`src/hdl/vmbr_pkg.sv`:
```
// Shared types and constants of the virtio-mmio block register file.
package vmbr_pkg;

  // Request kinds, equal to the func field of an input request
  localparam logic [1:0] OP_READ  = 2'd0;
  localparam logic [1:0] OP_WRITE = 2'd1;
  localparam logic [1:0] OP_EVENT = 2'd2;
  localparam logic [1:0] OP_NOP   = 2'd3;

  // Register codes produced by the front decoder
  localparam logic [4:0] REG_NONE          = 5'd0;
  localparam logic [4:0] REG_MAGIC         = 5'd1;
  localparam logic [4:0] REG_VERSION       = 5'd2;
  localparam logic [4:0] REG_DEVICE_ID     = 5'd3;
  localparam logic [4:0] REG_VENDOR        = 5'd4;
  localparam logic [4:0] REG_DEV_FEAT      = 5'd5;
  localparam logic [4:0] REG_DEV_FEAT_SEL  = 5'd6;
  localparam logic [4:0] REG_QUEUE_SEL     = 5'd7;
  localparam logic [4:0] REG_QUEUE_NUM_MAX = 5'd8;
  localparam logic [4:0] REG_QUEUE_NUM     = 5'd9;
  localparam logic [4:0] REG_QUEUE_READY   = 5'd10;
  localparam logic [4:0] REG_QUEUE_NOTIFY  = 5'd11;
  localparam logic [4:0] REG_IRQ_STATUS    = 5'd12;
  localparam logic [4:0] REG_IRQ_ACK       = 5'd13;
  localparam logic [4:0] REG_STATUS        = 5'd14;
  localparam logic [4:0] REG_DESC_LO       = 5'd15;
  localparam logic [4:0] REG_DESC_HI       = 5'd16;
  localparam logic [4:0] REG_AVAIL_LO      = 5'd17;
  localparam logic [4:0] REG_AVAIL_HI      = 5'd18;
  localparam logic [4:0] REG_USED_LO       = 5'd19;
  localparam logic [4:0] REG_USED_HI       = 5'd20;
  localparam logic [4:0] REG_CONFIG        = 5'd21;

  // Configuration register indexes
  localparam logic CFG_CAPACITY = 1'b0;
  localparam logic CFG_WPROT    = 1'b1;

  // Fixed identity and config space values
  localparam logic [31:0] MAGIC_VALUE       = 32'h7472_6976;
  localparam logic [31:0] VERSION_VALUE     = 32'd2;
  localparam logic [31:0] DEVICE_ID         = 32'd2;
  localparam logic [31:0] VENDOR_VALUE      = 32'h554d_4551;
  localparam logic [31:0] QUEUE_SIZE_MAX    = 32'd256;
  localparam logic [31:0] SEG_MAX_VALUE     = 32'd128;
  localparam logic [31:0] SECTOR_SIZE_VALUE = 32'd512;

  // Config space bytes from this index on all read zero
  localparam logic [4:0] CFG_BYTES_USED = 5'd24;

  typedef struct packed {
    logic [1:0]  func;
    logic [11:0] reg_offset;
    logic [31:0] write_data;
    logic [3:0]  access_bytes;
  } vmbr_in_t;

  typedef struct packed {
    logic [63:0] read_data;
    logic        notify_pulse;
    logic        irq_pending;
    logic        q0_ready;
    logic [15:0] q0_size;
    logic [63:0] q0_desc_base;
    logic [63:0] q0_avail_base;
    logic [63:0] q0_used_base;
  } vmbr_out_t;

  // Classified request passed from front to back
  typedef struct packed {
    logic [1:0]  kind;
    logic [4:0]  reg_code;
    logic [31:0] data;
    logic [4:0]  cfg_base;
    logic [3:0]  cfg_len;
  } vmbr_cmd_t;

  typedef struct packed {
    logic full;
    logic empty;
  } vmbr_fifo_stat_t;

  typedef struct packed {
    logic        we;
    logic        index;
    logic [47:0] wdata;
  } vmbr_cfg_wr_t;

endpackage

```
`src/hdl/virtio_mmio_block_registers.sv`:
```
// Top level of the virtio-mmio version 2 block device register file.
// A request is first written into the two-entry request queue, then executed from
//   the queue head and loaded into the output register, from which it can be taken.
// Throughput: one request per cycle while out_stall is low and the output register drains.
// in_stall rises only when the two-entry request queue is full.
// Reset: synchronous active-low rst_n clears all device state, config and queues.
module virtio_mmio_block_registers #(
  parameter int QUEUE_COUNT = 2
) (
  input  logic                clk,
  input  logic                rst_n,
  // request channel
  input  logic                in_valid,
  output logic                in_stall,
  input  vmbr_pkg::vmbr_in_t  in_data,
  // result channel
  output logic                out_valid,
  input  logic                out_stall,
  output vmbr_pkg::vmbr_out_t out_data,
  // configuration writes: index 0 capacity, index 1 write protect
  input  logic                cfg_we,
  input  logic                cfg_index,
  input  logic [47:0]         cfg_wdata
);
  import vmbr_pkg::*;

  vmbr_cmd_t       push_cmd;
  vmbr_cmd_t       head_cmd;
  vmbr_fifo_stat_t fifo_stat;
  vmbr_cfg_wr_t    cfg_wr;
  logic            push;
  logic            pop;

  assign cfg_wr.we    = cfg_we;
  assign cfg_wr.index = cfg_index;
  assign cfg_wr.wdata = cfg_wdata;

  // Front: offset decode, config byte range clamp
  vmbr_front u_front (
    .in_valid  (in_valid),
    .in_stall  (in_stall),
    .in_data   (in_data),
    .fifo_stat (fifo_stat),
    .push      (push),
    .cmd       (push_cmd)
  );

  // Decouples decode from execution so each side stalls on its own
  vmbr_cmd_fifo u_fifo (
    .clk      (clk),
    .rst_n    (rst_n),
    .push     (push),
    .push_cmd (push_cmd),
    .pop      (pop),
    .head     (head_cmd),
    .stat     (fifo_stat)
  );

  // Back: register state, read mux and the result register
  vmbr_back #(
    .QUEUE_COUNT (QUEUE_COUNT)
  ) u_back (
    .clk       (clk),
    .rst_n     (rst_n),
    .cfg_wr    (cfg_wr),
    .fifo_stat (fifo_stat),
    .cmd       (head_cmd),
    .pop       (pop),
    .out_valid (out_valid),
    .out_stall (out_stall),
    .out_data  (out_data)
  );

endmodule

```
`src/hdl/vmbr_front.sv`:
```
// Front end: accepts requests and decodes the register offset.
module vmbr_front (
  input  logic                      in_valid,
  output logic                      in_stall,
  input  vmbr_pkg::vmbr_in_t        in_data,
  input  vmbr_pkg::vmbr_fifo_stat_t fifo_stat,
  output logic                      push,
  output vmbr_pkg::vmbr_cmd_t       cmd
);
  import vmbr_pkg::*;

  localparam logic [11:0] OFF_MAGIC       = 12'h000;
  localparam logic [11:0] OFF_VERSION     = 12'h004;
  localparam logic [11:0] OFF_DEVICE_ID   = 12'h008;
  localparam logic [11:0] OFF_VENDOR      = 12'h00C;
  localparam logic [11:0] OFF_DEV_FEAT    = 12'h010;
  localparam logic [11:0] OFF_DEV_FEAT_SL = 12'h014;
  localparam logic [11:0] OFF_QUEUE_SEL   = 12'h030;
  localparam logic [11:0] OFF_QUEUE_MAX   = 12'h034;
  localparam logic [11:0] OFF_QUEUE_NUM   = 12'h038;
  localparam logic [11:0] OFF_QUEUE_READY = 12'h044;
  localparam logic [11:0] OFF_NOTIFY      = 12'h050;
  localparam logic [11:0] OFF_IRQ_STATUS  = 12'h060;
  localparam logic [11:0] OFF_IRQ_ACK     = 12'h064;
  localparam logic [11:0] OFF_STATUS      = 12'h070;
  localparam logic [11:0] OFF_DESC_LO     = 12'h080;
  localparam logic [11:0] OFF_DESC_HI     = 12'h084;
  localparam logic [11:0] OFF_AVAIL_LO    = 12'h090;
  localparam logic [11:0] OFF_AVAIL_HI    = 12'h094;
  localparam logic [11:0] OFF_USED_LO     = 12'h0A0;
  localparam logic [11:0] OFF_USED_HI     = 12'h0A4;
  localparam logic [11:0] OFF_CONFIG      = 12'h100;

  logic [4:0]  code;
  logic [11:0] cfg_off;

  assign in_stall = fifo_stat.full;
  assign push     = in_valid && !fifo_stat.full;

  // Driver feature words and config generation decode to no register:
  // nothing consumes the former and the latter reads zero.
  always_comb begin
    code = REG_NONE;
    if (in_data.reg_offset >= OFF_CONFIG) begin
      code = REG_CONFIG;
    end else begin
      unique case (in_data.reg_offset)
        OFF_MAGIC:       code = REG_MAGIC;
        OFF_VERSION:     code = REG_VERSION;
        OFF_DEVICE_ID:   code = REG_DEVICE_ID;
        OFF_VENDOR:      code = REG_VENDOR;
        OFF_DEV_FEAT:    code = REG_DEV_FEAT;
        OFF_DEV_FEAT_SL: code = REG_DEV_FEAT_SEL;
        OFF_QUEUE_SEL:   code = REG_QUEUE_SEL;
        OFF_QUEUE_MAX:   code = REG_QUEUE_NUM_MAX;
        OFF_QUEUE_NUM:   code = REG_QUEUE_NUM;
        OFF_QUEUE_READY: code = REG_QUEUE_READY;
        OFF_NOTIFY:      code = REG_QUEUE_NOTIFY;
        OFF_IRQ_STATUS:  code = REG_IRQ_STATUS;
        OFF_IRQ_ACK:     code = REG_IRQ_ACK;
        OFF_STATUS:      code = REG_STATUS;
        OFF_DESC_LO:     code = REG_DESC_LO;
        OFF_DESC_HI:     code = REG_DESC_HI;
        OFF_AVAIL_LO:    code = REG_AVAIL_LO;
        OFF_AVAIL_HI:    code = REG_AVAIL_HI;
        OFF_USED_LO:     code = REG_USED_LO;
        OFF_USED_HI:     code = REG_USED_HI;
        default:         code = REG_NONE;
      endcase
    end
  end

  assign cfg_off = in_data.reg_offset - OFF_CONFIG;

  always_comb begin
    cmd.kind     = in_data.func;
    cmd.reg_code = code;
    cmd.data     = in_data.write_data;
    // clamp the start byte: anything from byte 24 on reads zero
    cmd.cfg_base = (cfg_off < 12'(CFG_BYTES_USED)) ? cfg_off[4:0] : CFG_BYTES_USED;
    cmd.cfg_len  = (in_data.access_bytes > 4'd8) ? 4'd8 : in_data.access_bytes;
  end

endmodule

```
`src/hdl/vmbr_cmd_fifo.sv`:
```
// Two-entry queue of decoded requests between front and back.
module vmbr_cmd_fifo (
  input  logic                      clk,
  input  logic                      rst_n,
  input  logic                      push,
  input  vmbr_pkg::vmbr_cmd_t       push_cmd,
  input  logic                      pop,
  output vmbr_pkg::vmbr_cmd_t       head,
  output vmbr_pkg::vmbr_fifo_stat_t stat
);
  import vmbr_pkg::*;

  vmbr_cmd_t  mem_r [2];
  logic       wr_ptr_r;
  logic       wr_ptr_nxt;
  logic       rd_ptr_r;
  logic       rd_ptr_nxt;
  logic [1:0] count_r;
  logic [1:0] count_nxt;

  always_comb begin
    wr_ptr_nxt = push ? !wr_ptr_r : wr_ptr_r;
    rd_ptr_nxt = pop ? !rd_ptr_r : rd_ptr_r;
    count_nxt  = count_r + {1'b0, push} - {1'b0, pop};
  end

  always_ff @(posedge clk) begin
    if (!rst_n) begin
      wr_ptr_r <= 1'b0;
      rd_ptr_r <= 1'b0;
      count_r  <= 2'd0;
    end else begin
      wr_ptr_r <= wr_ptr_nxt;
      rd_ptr_r <= rd_ptr_nxt;
      count_r  <= count_nxt;
    end
  end

  always_ff @(posedge clk) begin
    if (push) begin
      mem_r[wr_ptr_r] <= push_cmd;
    end
  end

  assign head       = mem_r[rd_ptr_r];
  assign stat.full  = (count_r == 2'd2);
  assign stat.empty = (count_r == 2'd0);

endmodule

```
`src/hdl/vmbr_back.sv`:
```
// Back end: register state, request execution and the output register.
module vmbr_back #(
  parameter int QUEUE_COUNT = 2
) (
  input  logic                      clk,
  input  logic                      rst_n,
  input  vmbr_pkg::vmbr_cfg_wr_t    cfg_wr,
  input  vmbr_pkg::vmbr_fifo_stat_t fifo_stat,
  input  vmbr_pkg::vmbr_cmd_t       cmd,
  output logic                      pop,
  output logic                      out_valid,
  input  logic                      out_stall,
  output vmbr_pkg::vmbr_out_t       out_data
);
  import vmbr_pkg::*;

  localparam int QW = (QUEUE_COUNT > 1) ? $clog2(QUEUE_COUNT) : 1;

  logic [47:0]   capacity_r;
  logic          wprot_r;
  logic [31:0]   dev_page_r;
  logic [31:0]   dev_page_nxt;
  logic [QW-1:0] qsel_r;
  logic [QW-1:0] qsel_nxt;
  logic [15:0]   qsize_r     [QUEUE_COUNT];
  logic [15:0]   qsize_nxt   [QUEUE_COUNT];
  logic [31:0]   qready_r    [QUEUE_COUNT];
  logic [31:0]   qready_nxt  [QUEUE_COUNT];
  logic [63:0]   desc_r      [QUEUE_COUNT];
  logic [63:0]   desc_nxt    [QUEUE_COUNT];
  logic [63:0]   avail_r     [QUEUE_COUNT];
  logic [63:0]   avail_nxt   [QUEUE_COUNT];
  logic [63:0]   used_r      [QUEUE_COUNT];
  logic [63:0]   used_nxt    [QUEUE_COUNT];
  logic [31:0]   irq_r;
  logic [31:0]   irq_nxt;
  logic [31:0]   status_r;
  logic [31:0]   status_nxt;

  logic          load;
  logic          exec;
  logic          is_write;
  logic [63:0]   rd_data;
  logic [63:0]   cfg_data;
  logic          notify;
  logic          out_valid_r;
  vmbr_out_t     out_r;
  vmbr_out_t     out_nxt;

  // Output register takes a new result when empty or being drained
  assign load     = !out_valid_r || !out_stall;
  assign exec     = !fifo_stat.empty && load;
  assign pop      = exec;
  assign is_write = exec && (cmd.kind == OP_WRITE);

  function automatic logic [7:0] cfg_byte(input logic [4:0] idx, input logic [47:0] cap);
    logic [7:0] b;
    b = 8'd0;
    if (idx < 5'd6) begin
      b = cap[{idx[2:0], 3'b000} +: 8];
    end else if (idx >= 5'd12 && idx < 5'd16) begin
      b = SEG_MAX_VALUE[{idx[1:0], 3'b000} +: 8];
    end else if (idx >= 5'd20 && idx < 5'd24) begin
      b = SECTOR_SIZE_VALUE[{idx[1:0], 3'b000} +: 8];
    end
    return b;
  endfunction

  // Little-endian config space read, one byte lane per access byte
  always_comb begin
    for (int i = 0; i < 8; i++) begin
      cfg_data[8*i +: 8] = (4'(i) < cmd.cfg_len) ?
                           cfg_byte(cmd.cfg_base + 5'(i), capacity_r) : 8'd0;
    end
  end

  always_comb begin
    rd_data = 64'd0;
    if (cmd.kind == OP_READ) begin
      unique case (cmd.reg_code)
        REG_MAGIC:         rd_data = 64'(MAGIC_VALUE);
        REG_VERSION:       rd_data = 64'(VERSION_VALUE);
        REG_DEVICE_ID:     rd_data = 64'(DEVICE_ID);
        REG_VENDOR:        rd_data = 64'(VENDOR_VALUE);
        REG_DEV_FEAT: begin
          if (dev_page_r == 32'd0) begin
            rd_data = {57'd0, 1'b1, wprot_r, 5'd0};
          end else if (dev_page_r == 32'd1) begin
            rd_data = 64'd1;
          end
        end
        REG_QUEUE_NUM_MAX: rd_data = 64'(QUEUE_SIZE_MAX);
        REG_QUEUE_READY:   rd_data = 64'(qready_r[qsel_r]);
        REG_IRQ_STATUS:    rd_data = 64'(irq_r);
        REG_STATUS:        rd_data = 64'(status_r);
        REG_CONFIG:        rd_data = cfg_data;
        default:           rd_data = 64'd0;
      endcase
    end
  end

  always_comb begin
    dev_page_nxt = dev_page_r;
    qsel_nxt     = qsel_r;
    qsize_nxt    = qsize_r;
    qready_nxt   = qready_r;
    desc_nxt     = desc_r;
    avail_nxt    = avail_r;
    used_nxt     = used_r;
    irq_nxt      = irq_r;
    status_nxt   = status_r;
    notify       = 1'b0;
    if (exec && cmd.kind == OP_EVENT) begin
      irq_nxt = irq_r | 32'd1;
    end
    if (is_write) begin
      unique case (cmd.reg_code)
        REG_DEV_FEAT_SEL: dev_page_nxt = cmd.data;
        REG_QUEUE_SEL: begin
          if (cmd.data < 32'(QUEUE_COUNT)) begin
            qsel_nxt = cmd.data[QW-1:0];
          end
        end
        REG_QUEUE_NUM:    qsize_nxt[qsel_r] = cmd.data[15:0];
        REG_QUEUE_READY:  qready_nxt[qsel_r] = cmd.data;
        REG_QUEUE_NOTIFY: notify = 1'b1;
        REG_IRQ_ACK:      irq_nxt = irq_r & ~cmd.data;
        REG_STATUS: begin
          status_nxt = cmd.data;
          // status 0 is a device reset
          if (cmd.data == 32'd0) begin
            for (int q = 0; q < QUEUE_COUNT; q++) begin
              qready_nxt[q] = 32'd0;
            end
            irq_nxt = 32'd0;
          end
        end
        REG_DESC_LO:      desc_nxt[qsel_r][31:0]   = cmd.data;
        REG_DESC_HI:      desc_nxt[qsel_r][63:32]  = cmd.data;
        REG_AVAIL_LO:     avail_nxt[qsel_r][31:0]  = cmd.data;
        REG_AVAIL_HI:     avail_nxt[qsel_r][63:32] = cmd.data;
        REG_USED_LO:      used_nxt[qsel_r][31:0]   = cmd.data;
        REG_USED_HI:      used_nxt[qsel_r][63:32]  = cmd.data;
        default:          notify = 1'b0;
      endcase
    end
  end

  always_comb begin
    out_nxt.read_data     = rd_data;
    out_nxt.notify_pulse  = notify;
    out_nxt.irq_pending   = |irq_nxt;
    out_nxt.q0_ready      = |qready_nxt[0];
    out_nxt.q0_size       = qsize_nxt[0];
    out_nxt.q0_desc_base  = desc_nxt[0];
    out_nxt.q0_avail_base = avail_nxt[0];
    out_nxt.q0_used_base  = used_nxt[0];
  end

  always_ff @(posedge clk) begin
    if (!rst_n) begin
      capacity_r <= 48'd0;
      wprot_r    <= 1'b0;
    end else if (cfg_wr.we) begin
      unique case (cfg_wr.index)
        CFG_CAPACITY: capacity_r <= cfg_wr.wdata;
        CFG_WPROT:    wprot_r    <= cfg_wr.wdata[0];
      endcase
    end
  end

  always_ff @(posedge clk) begin
    if (!rst_n) begin
      dev_page_r <= 32'd0;
      qsel_r     <= '0;
      irq_r      <= 32'd0;
      status_r   <= 32'd0;
      for (int q = 0; q < QUEUE_COUNT; q++) begin
        qsize_r[q]  <= 16'd0;
        qready_r[q] <= 32'd0;
        desc_r[q]   <= 64'd0;
        avail_r[q]  <= 64'd0;
        used_r[q]   <= 64'd0;
      end
    end else begin
      dev_page_r <= dev_page_nxt;
      qsel_r     <= qsel_nxt;
      irq_r      <= irq_nxt;
      status_r   <= status_nxt;
      qsize_r    <= qsize_nxt;
      qready_r   <= qready_nxt;
      desc_r     <= desc_nxt;
      avail_r    <= avail_nxt;
      used_r     <= used_nxt;
    end
  end

  always_ff @(posedge clk) begin
    if (!rst_n) begin
      out_valid_r <= 1'b0;
    end else if (load) begin
      out_valid_r <= exec;
    end
  end

  always_ff @(posedge clk) begin
    if (exec) begin
      out_r <= out_nxt;
    end
  end

  assign out_valid = out_valid_r;
  assign out_data  = out_r;

  a_exec_presents : assert property (@(posedge clk) disable iff (!rst_n)
    exec |=> out_valid_r)
    else $error("executed request did not reach the output register");

  a_irq_consistent : assert property (@(posedge clk) disable iff (!rst_n)
    (exec && !(cfg_wr.we)) |=> (out_r.irq_pending == (irq_r != 32'd0)))
    else $error("irq_pending disagrees with interrupt status");

  a_status_reset : assert property (@(posedge clk) disable iff (!rst_n)
    (is_write && cmd.reg_code == REG_STATUS && cmd.data == 32'd0)
      |=> (irq_r == 32'd0 && !out_r.irq_pending && !out_r.q0_ready))
    else $error("status zero did not clear ready and interrupts");

  a_event_sets_irq : assert property (@(posedge clk) disable iff (!rst_n)
    (exec && cmd.kind == OP_EVENT) |=> (irq_r[0] && out_r.irq_pending))
    else $error("completion event did not raise interrupt bit 0");

endmodule
```
`config.mk`:
```
export PLATFORM = sky130hd
export DESIGN_NAME = virtio_mmio_block_registers
export DESIGN_NICKNAME = d
export VERILOG_FILES = /design/src/hdl/vmbr_pkg.sv /design/src/hdl/virtio_mmio_block_registers.sv /design/src/hdl/vmbr_front.sv /design/src/hdl/vmbr_cmd_fifo.sv /design/src/hdl/vmbr_back.sv
export SDC_FILE = /design/constraint.sdc
export NUM_CORES = 1
export LEC_CHECK = 0
export BUFFER_PORTS_ARGS = -buffer_cell sky130_fd_sc_hd__buf_4
export CAP_MARGIN = 30
export CELL_PAD_IN_SITES_DETAIL_PLACEMENT = 0
export CELL_PAD_IN_SITES_GLOBAL_PLACEMENT = 1
export CORE_MARGIN = 2
export CORE_UTILIZATION = 25
export DETAILED_ROUTE_END_ITERATION = 7
export PLACE_DENSITY = 0.53
export SYNTH_ARGS = -nofsm -noshare
export SYNTH_HDL_FRONTEND = slang
export SYNTH_HIERARCHICAL = 1
export SYNTH_SLANG_ARGS = --single-unit
```
`constraint.sdc`:
```
create_clock -name clk -period 19.4 [get_ports clk]
set_clock_uncertainty 0.2 [all_clocks]
set_input_delay 3.88 -clock clk [delete_from_list [all_inputs] [get_ports clk]]
set_output_delay 3.88 -clock clk [all_outputs]
set_load 0.02 [all_outputs]
```
Word-level counts from Yosys, hierarchy flattened:

Memories as Yosys holds them, arrays and structs flattened. A register that Yosys moved wholly into a read port is not among the register bits.
Index checks and enable logic that the tools add are counted.
Widths: inputs -> output; s select.

* register bits after elaboration: 906
* word-level logic and storage cells: 294
* memories kept: 1
* memory bits (writable): 96
* input bits: 104
* output and inout port bits: 277

* $lt $le $gt $ge: 54
* $add $sub $neg: 10
* mux-type cells: 78
* shifts and indexed selects: 24
* eq/ne operators: 45
* reductions and logical operators: 50
* bitwise gates (word level): 4

Memory list
* u_fifo.mem_r: words 2, width 48, rd ports 1, clocked after memory_dff 1, wr ports 1, line vmbr_cmd_fifo.sv:13 `vmbr_cmd_t mem_r [2];`

Operator list (number)
* $bwmux 128: 6
* $pmux 128 s2: 3
* $pmux 64 s9: 1
* $shiftx 32x6->8 const A: 16
* $mux 128: 3
* $shiftx 48x7->8: 8
* $mux 32: 9
* $mux 64: 4
* $mux 8: 32
* $demux 64 s1: 2
* $pmux 64 s2: 1
* $pmux 5 s20: 1
* $lt 5x5->1 const B: 16
* $eq 12x8->1 const B: 6
* $bwmux 64: 1
* $logic_not 32->1: 2
* $pmux 32 s2: 1
* $reduce_or 32->1: 2
* $eq 12x7->1 const B: 5
* $eq 5x4->1 const B: 8
* $ge 5x4->1 const B: 8
* $ge 5x5->1 const B: 8
* $lt 5x3->1 const B: 8
* $eq 12x6->1 const B: 3
* 46 further kinds: 111

Longest topological paths before layout:

Gate-level depths: netlist of the first run.

* word-level depth: 9
* gate-level depth with buffers: 15
* gate-level depth less buffers: 9

By module:

Netlist of the first run, hierarchy kept.

Modules (own cells, without submodules)
* vmbr_back: area an instance 28317.2 um^2, times used 1, cells each 2445, sequential area each 16646.0 um^2
* vmbr_cmd_fifo: area an instance 3767.4 um^2, times used 1, cells each 170, sequential area each 2982.9 um^2
* vmbr_front: area an instance 728.2 um^2, times used 1, cells each 108, sequential area each 0.0 um^2

Least setup slack after synthesis of the first run:

OpenSTA, ideal clock, no wires.

* kind: input to register
* start: input port out_stall
* end: register u_fifo.count_r[1]
* path slack: 8.029 ns
* buffers on the path: 1
* stages on the path: 8
* required time: 19.135 ns
* setup time: 0.065 ns
* arrival: 11.106 ns
* cells stage by stage: a21o_1 buf_6 inv_1 ha_1 inv_1 ha_1 xnor3_1 nor2b_1

* word-level cells in the longest chain between the ends: 4

RTL lines
* start, declared: line virtio_mmio_block_registers.sv:18 `input logic out_stall,`
* $logic_not 1->1: line vmbr_back.sv:51 `assign load = !out_valid_r || !out_stall;`
* $logic_or 1x1->1: line vmbr_back.sv:51
* $logic_and 1x1->1: line vmbr_back.sv:52 `assign exec = !fifo_stat.empty && load;`
* net pop: line virtio_mmio_block_registers.sv:32 `logic pop;`
* $sub 2x1->2: line vmbr_cmd_fifo.sv:24 `count_nxt = count_r + {1'b0, push} - {1'b0, pop};`
* end signal, assigned: line vmbr_cmd_fifo.sv:35 `count_r <= count_nxt;`
* end, declared: line vmbr_cmd_fifo.sv:18 `logic [1:0] count_r;`

The timed path passes the listed nets, and every way through them passes these cells.
A chain may end at the register's enable or synchronous reset.

==> out/results.ini, run 1 <==
[clocking]
cts_resized = 0
postCtsHoldBufs = 0
htreeDepth = 3
postCtsSetupBuffers = 0
clkSinkCount = 795
path_clk_slew_ns = 0.06
insertion_delay_ns = 0.71
clk_path_buf_depth = 3
numCtsBuffers = 92
cts-root-buf = clkbuf_16
cts_tree = built

[drt]
wirelength_um = 112000
wl_per_cell_um = 23.3
first_pass_iters = 6
vias = 22100
detail-route-antenna-nets = 0
first_iter_violations = 1371
via_per_inst = 4.56
drc = 0

[layout]
layout_common_cells = 426 x buf_4, 422 x dfxtp_1, 371 x edfxtp_1, 345 x nand2_1, 221 x and2_1
syn_to_final_growth_pct = 23.3
fin_area_um2 = 40400
fillCellCount = 13400
final_common_cell = buf_4
regArea_um2 = 19600
fin_nets = 3131
multi_input_area_um2 = 12100
drive_above_1_share_pct = 28.1

[place]
hpwl_um = 74000
dpl-instance-area_um2 = 37200
post-place-ws_ns = 12.14
port_buffers = 380
place.gp.congestion = 0.815

[synthesis]
synth_edf_count = 371
synth_seq_cells = 795
ys_async_sr_fraction_pct = 0
yosysWarnings = 6
synth_top_cell_by_area = edfxtp_1
synth.top_cell.area_share_pct = 34.0
syn_avg_cell_area_um2 = 12.1
ys_types = 81
syn_area_um2 = 32800
synthTopCellsByArea = edfxtp_1 34%, dfxtp_1 26%, mux2_2 6.7%
netlist_instances = 2723
synthFlopType = dfxtp_1
yosysSeqAreaShare_pct = 59.8
synthesis.nets = 2844

[global_route]
track_usage_pct = 16.3
grt_max_degree = 130
antenna_found_initial = 2
grt_pass1_wl_um = 160000
grt_overflow = 0
grt_pass1_vias = 21800

[sta]
setup_viol = 0
rsz0062_at_grt = false
period_needed_ns = 6.51
setup_ws_ns = 12.89
holdWs_ns = 0.255
fin_setup_tns_ns = 0
timing.final.hold_violations = 0
finalCritPeriodShare_pct = 33.5
drv_slew = 0
worst_slew_pin_slew_ns = 0.891
max_freq_mhz = 154
slew_headroom_pct = 39.1

[power]
pwr_density_cell_nw_per_um2 = 139
intPower_mw = 3.63
seq_power_share_pct = 39.2
vdd_ir_drop_max_mv = 0.103
power.switching_mw = 1.98
netSwitchingFraction_pct = 35.3
leakagePower_nw = 15.0
p_clk_share_pct = 32.0
p_comb_share_pct = 28.8

[outcome]
run_status = finished, final reports clean

[critical_path]
setup.worst_path.end_class = flip-flop
cpPeakStageDelay_ns = 0.71
critPathLaunchType = input port
cp_common_cell = buf_4
path_cells = clkbuf_8 -> buf_4 -> buf_4 -> nand2_1 -> nor2_1
critPathArrivalTime_ns = 6.93
cpMaxStageDelayCell = buf_4
required_ns = 19.82
critPathKind = in2reg
critPathMaxFanout = 128

[floorplan]
die_h_um = 366
die_width_um = 366
rows = 132
dieArea_um2 = 134000
initial_utilization_pct = 25.3
ioPinCount = 381
core_area_um2 = 130000

[worst_hold_path]
hold_path.class = reg2reg

[flow_run]
cap_violations = 0

-- cell families (layout without fill, tap and decap cells) --
family | after synthesis | count (layout) | synth area share, %
muxes | 343 | 343 | 12.9
adders and majority gates | 17 | 17 | 0.648
AOI/OAI and AO/OA | 397 | 397 | 8.59
and+or+nand+nor | 896 | 896 | 13.7
other | 0 | 2 | 0
xor gates and xnor gates | 23 | 23 | 0.656
DFF | 795 | 795 | 59.8
buffers and inverters | 252 | 618 | 3.68
-- registers in the layout, indices dropped and copies added (netlist names), named ones only --
signal / cells
u_back/avail_r: 64
u_back/capacity_r: 48
u_back/desc_r: 64
u_back/dev_page_r: 32
u_back/irq_r: 32
u_back/out_data: 275
u_back/out_valid: 1
u_back/qready_r: 64
u_back/qsel_r: 1
u_back/qsize_r: 16
u_back/status_r: 32
u_back/used_r: 64
u_back/wprot_r: 1
u_fifo/count_r: 2
u_fifo/mem_r: 96
u_fifo/rd_ptr_r: 1
u_fifo/wr_ptr_r: 1
-- layout make-up --
type                    count  area share [%]
diodes                      2          0.0124
clock buffers             136            6.84
clock inverters            37            1.07
inverters                  13           0.139
multi-input cells        1676            29.8
flip-flops and latches    795            48.5
well taps                1742            5.39
repair buffers            432            8.21
-- path summary, 6_finish.rpt --
path,cells past startpoint,slack (ns),end,startpoint
setup / recovery,5,12.89,u_back/irq_r[26]$_SDFF_PN0_,rst_n
hold / removal,2,0.25,u_back/dev_page_r[3]$_SDFFE_PN0P_,u_back/dev_page_r[3]$_SDFFE_PN0P_
setup reg to reg,9,14.35,u_back/out_data[232]$_SDFFCE_PP0P_,flip-flop
hold reg to reg,2,0.25,u_back/dev_page_r[3]$_SDFFE_PN0P_,u_back/dev_page_r[3]$_SDFFE_PN0P_
-- worst max-delay path: cells and delay by family --
family                 cells  cell delay, ns
buffers and inverters      3            1.87
and+or+nand+nor            2            0.92
-- cell usage after synthesis, types with 16 or more instances --
library cell	count
a21boi_0	117
a21oi_1	84
a22o_1	65
and2_1	223
and3_1	16
buf_2	58
buf_4	40
clkbuf_1	131
dfxtp_1	424
edfxtp_1	371
ha_1	17
mux2_1	44
mux2_2	196
mux2_4	20
mux2i_1	51
mux4_2	32
nand2_1	349
nand2b_1	24
nor2_1	103
nor2b_1	21
nor3_1	49
nor4_1	37
o21ai_0	34
-- stage by stage --
step / utilization (%) / cells / total power, mW
floorplan: - / 2723 / 3.13
global placement: 28.6 / 4654 / 3.90
detailed placement: 28.7 / 4658 / 3.90
CTS: 31.2 / 4831 / 5.72
global route: 31.2 / 4831 / 5.85
finish: 31.2 / 4833 / 5.60
-- metal layers --
layer  up-vias  GRT usage (%)  share of wire, %
met2       561           27.2                48
met4         2           4.34               2.3
met5         -              0             0.012
met3       142           3.92               5.5
met1     11100           21.0                44
li1      10300              -                 -
-- power by group through the flow --
| stage | Clock, mW | Sequential [mW] | Combinational, mW |
|---|---|---|---|
| global route | 1.91 | 2.22 | 1.72 |
| floorplan | 0 | 2.52 | 0.610 |
| finish | 1.79 | 2.20 | 1.62 |
| global placement | 0 | 2.24 | 1.66 |
| CTS | 1.86 | 2.21 | 1.66 |
| detailed placement | 0 | 2.24 | 1.66 |
(Power assumes the default switching activity.)
==> inputs of run 2 (changes only) <==
PLACE_DENSITY = 0.54   (was 0.53)
clock period = 5.6 ns   (was 19.4 ns; I/O delays follow)
==> out/results.ini, run 2 (synthesized netlist as in run 1, its figures left out) <==
[layout]
fin_area_um2 = 40400  ; -0.14%
largest_reg_flops = 275  ; unchanged
drive_above_1_share_pct = 27.7  ; -0.40 points
final_util_pct = 31.1  ; -0.043 points
syn_to_final_growth_pct = 23.1
fin_cells = 4844  ; +0.23%
layout_common_cells = 433 x buf_4, 422 x dfxtp_1, 371 x edfxtp_1, 345 x nand2_1, 221 x and2_1
final_common_cell = buf_4
fin_nets = 3142  ; +0.35%

[drt]
first_pass_iters = 5  ; -1
first_iter_violations = 1593  ; +16%
via_per_inst = 4.55  ; -0.29%
vias = 22000  ; -0.068%
detail-route-antenna-nets = 0  ; unchanged
wl_per_cell_um = 23.2  ; -0.33%
wirelength_um = 112000  ; -0.11%
drc = 0  ; unchanged

[critical_path]
worstRegToRegCells = 7  ; -2
required_ns = 5.94  ; -13.88 ns
critPathLaunchType = flip-flop
cp_common_cell = nor4_1
setup.worst_path.end_class = flip-flop
critPathKind = reg2reg
path_cells = mux2_2 -> nor4_1 -> nand4_1 -> nor4_1 -> o21ai_0 -> and2_2 -> a22o_1
cpPeakStageDelay_ns = 0.75  ; +0.04 ns
critPathMaxFanout = 32  ; -75%
cpMaxStageDelayCell = dfxtp_2
critPathArrivalTime_ns = 4.54  ; -2.39 ns

[clocking]
clkSinkCount = 795  ; unchanged
insertion_delay_ns = 0.70  ; about the same
clk_path_buf_depth = 3  ; unchanged
cts_resized = 0  ; unchanged
cts_tree = built
htreeDepth = 3  ; unchanged
postCtsHoldBufs = 0  ; unchanged
path_clk_slew_ns = 0.06  ; about the same
cts-root-buf = clkbuf_16
postCtsSetupBuffers = 0  ; unchanged
numCtsBuffers = 93  ; +1.1%

[floorplan]
die_width_um = 366  ; unchanged
dieArea_um2 = 134000  ; unchanged
die_h_um = 366  ; unchanged
initial_utilization_pct = 25.3  ; unchanged
rows = 132  ; unchanged
core_area_um2 = 130000  ; unchanged
ioPinCount = 381  ; unchanged

[place]
dpl.cell_count = 4668  ; +0.21%
port_buffers = 380  ; unchanged
dpl-instance-area_um2 = 37300  ; +0.24%
place.gp.congestion = 0.821  ; +0.79%
hpwl_um = 75600  ; +2.2%
post-place-ws_ns = 1.42  ; -10.72 ns

[global_route]
antenna_found_initial = 0  ; -2
grt_pass1_vias = 21600  ; -0.93%
grt_max_degree = 179  ; +38%
grt_pass1_wl_um = 160000  ; -0.23%
track_usage_pct = 16.3  ; about the same
grt_overflow = 0  ; unchanged

[sta]
drv_slew = 0  ; unchanged
setup_viol = 0  ; unchanged
timing.final.hold_violations = 0  ; unchanged
rsz0062_at_grt = false
worst_slew_pin_slew_ns = 1.04  ; +0.153 ns
max_freq_mhz = 238
finalCritPeriodShare_pct = 75.0
slew_headroom_pct = 30.4  ; -8.7 points
holdWs_ns = 0.249  ; -0.00568 ns
setup_ws_ns = 1.40  ; -11.49 ns
period_needed_ns = 4.20

[power]
pwr_density_cell_nw_per_um2 = 477  ; +240%
leakagePower_nw = 15.0  ; -0.23%
vdd_ir_drop_max_mv = 0.405  ; +290%

[worst_hold_path]
hold_path.class = reg2reg
hold_path_depth = 2  ; unchanged

[outcome]
run_status = finished, final reports clean

[flow_run]
cap_violations = 0  ; unchanged

==> run 2: changes by cell type in the layout (fill, tap and decap cells not counted), moves of 3 or more <==
| cell | delta |
|---|---|
| clkinv_1 | +3 |
| clkinv_2 | -5 |
| clkbuf_1 | +18 |
| clkbuf_8 | -8 |
| buf_4 | +7 |
| clkbuf_16 | -3 |
==> run 2: final cells by class <==
type,count,area (um^2)
Clock inverter,33,414
Clock buffer,142,2640
Fill cell,13500,89400
Multi-Input combinational cell,1676,12000
Timing Repair Buffer,442,3420
Antenna cell,1,2.50
Sequential cell,795,19600
Inverter,13,52.6
Tap cell,1742,2180
==> run 2: final timing paths <==
| path | startpoint | to | slack (ns) |
|---|---|---|---|
| max | flip-flop | u_back/qready_r[26]$_SDFFE_PN0P_ | 1.40 |
| min | u_back/dev_page_r[6]$_SDFFE_PN0P_ | u_back/dev_page_r[6]$_SDFFE_PN0P_ | 0.25 |
| max reg2reg | flip-flop | u_back/qready_r[26]$_SDFFE_PN0P_ | 1.40 |
| min reg2reg | u_back/dev_page_r[6]$_SDFFE_PN0P_ | u_back/dev_page_r[6]$_SDFFE_PN0P_ | 0.25 |
==> run 2: per-layer routing <==
layer	up-vias	global-route usage, %	share of wire (%)
li1	10300	-	-
met4	0	4.89	2.9
met2	652	27.1	48
met5	-	0	0
met1	10900	20.5	43
met3	157	4.65	7.0
==> run 2: through the flow <==
stage | power [mW] | TNS, ns
after floorplan | 10.8 | -145.79
after global placement | 13.5 | 0
final | 19.3 | 0
after CTS | 19.7 | 0
after detailed placement | 13.5 | 0
after global routing | 20.1 | 0
==> run 2: power by group <==
part           switching (mW)  internal [mW]  leakage [nW]
Clock                    2.52           3.52          1.46
Combinational            3.83           1.74          6.47
Sequential              0.428           7.21          7.05
Total                    6.78           12.5          15.0
==> run 2: critical path: cells and delay by family, from the launching register on <==
| family | cells | cell delay [ns] |
|---|---|---|
| AOI/OAI and AO/OA | 2 | 0.48 |
| DFF | 1 | 0.75 |
| muxes | 1 | 0.67 |
| and+or+nand+nor | 4 | 1.92 |
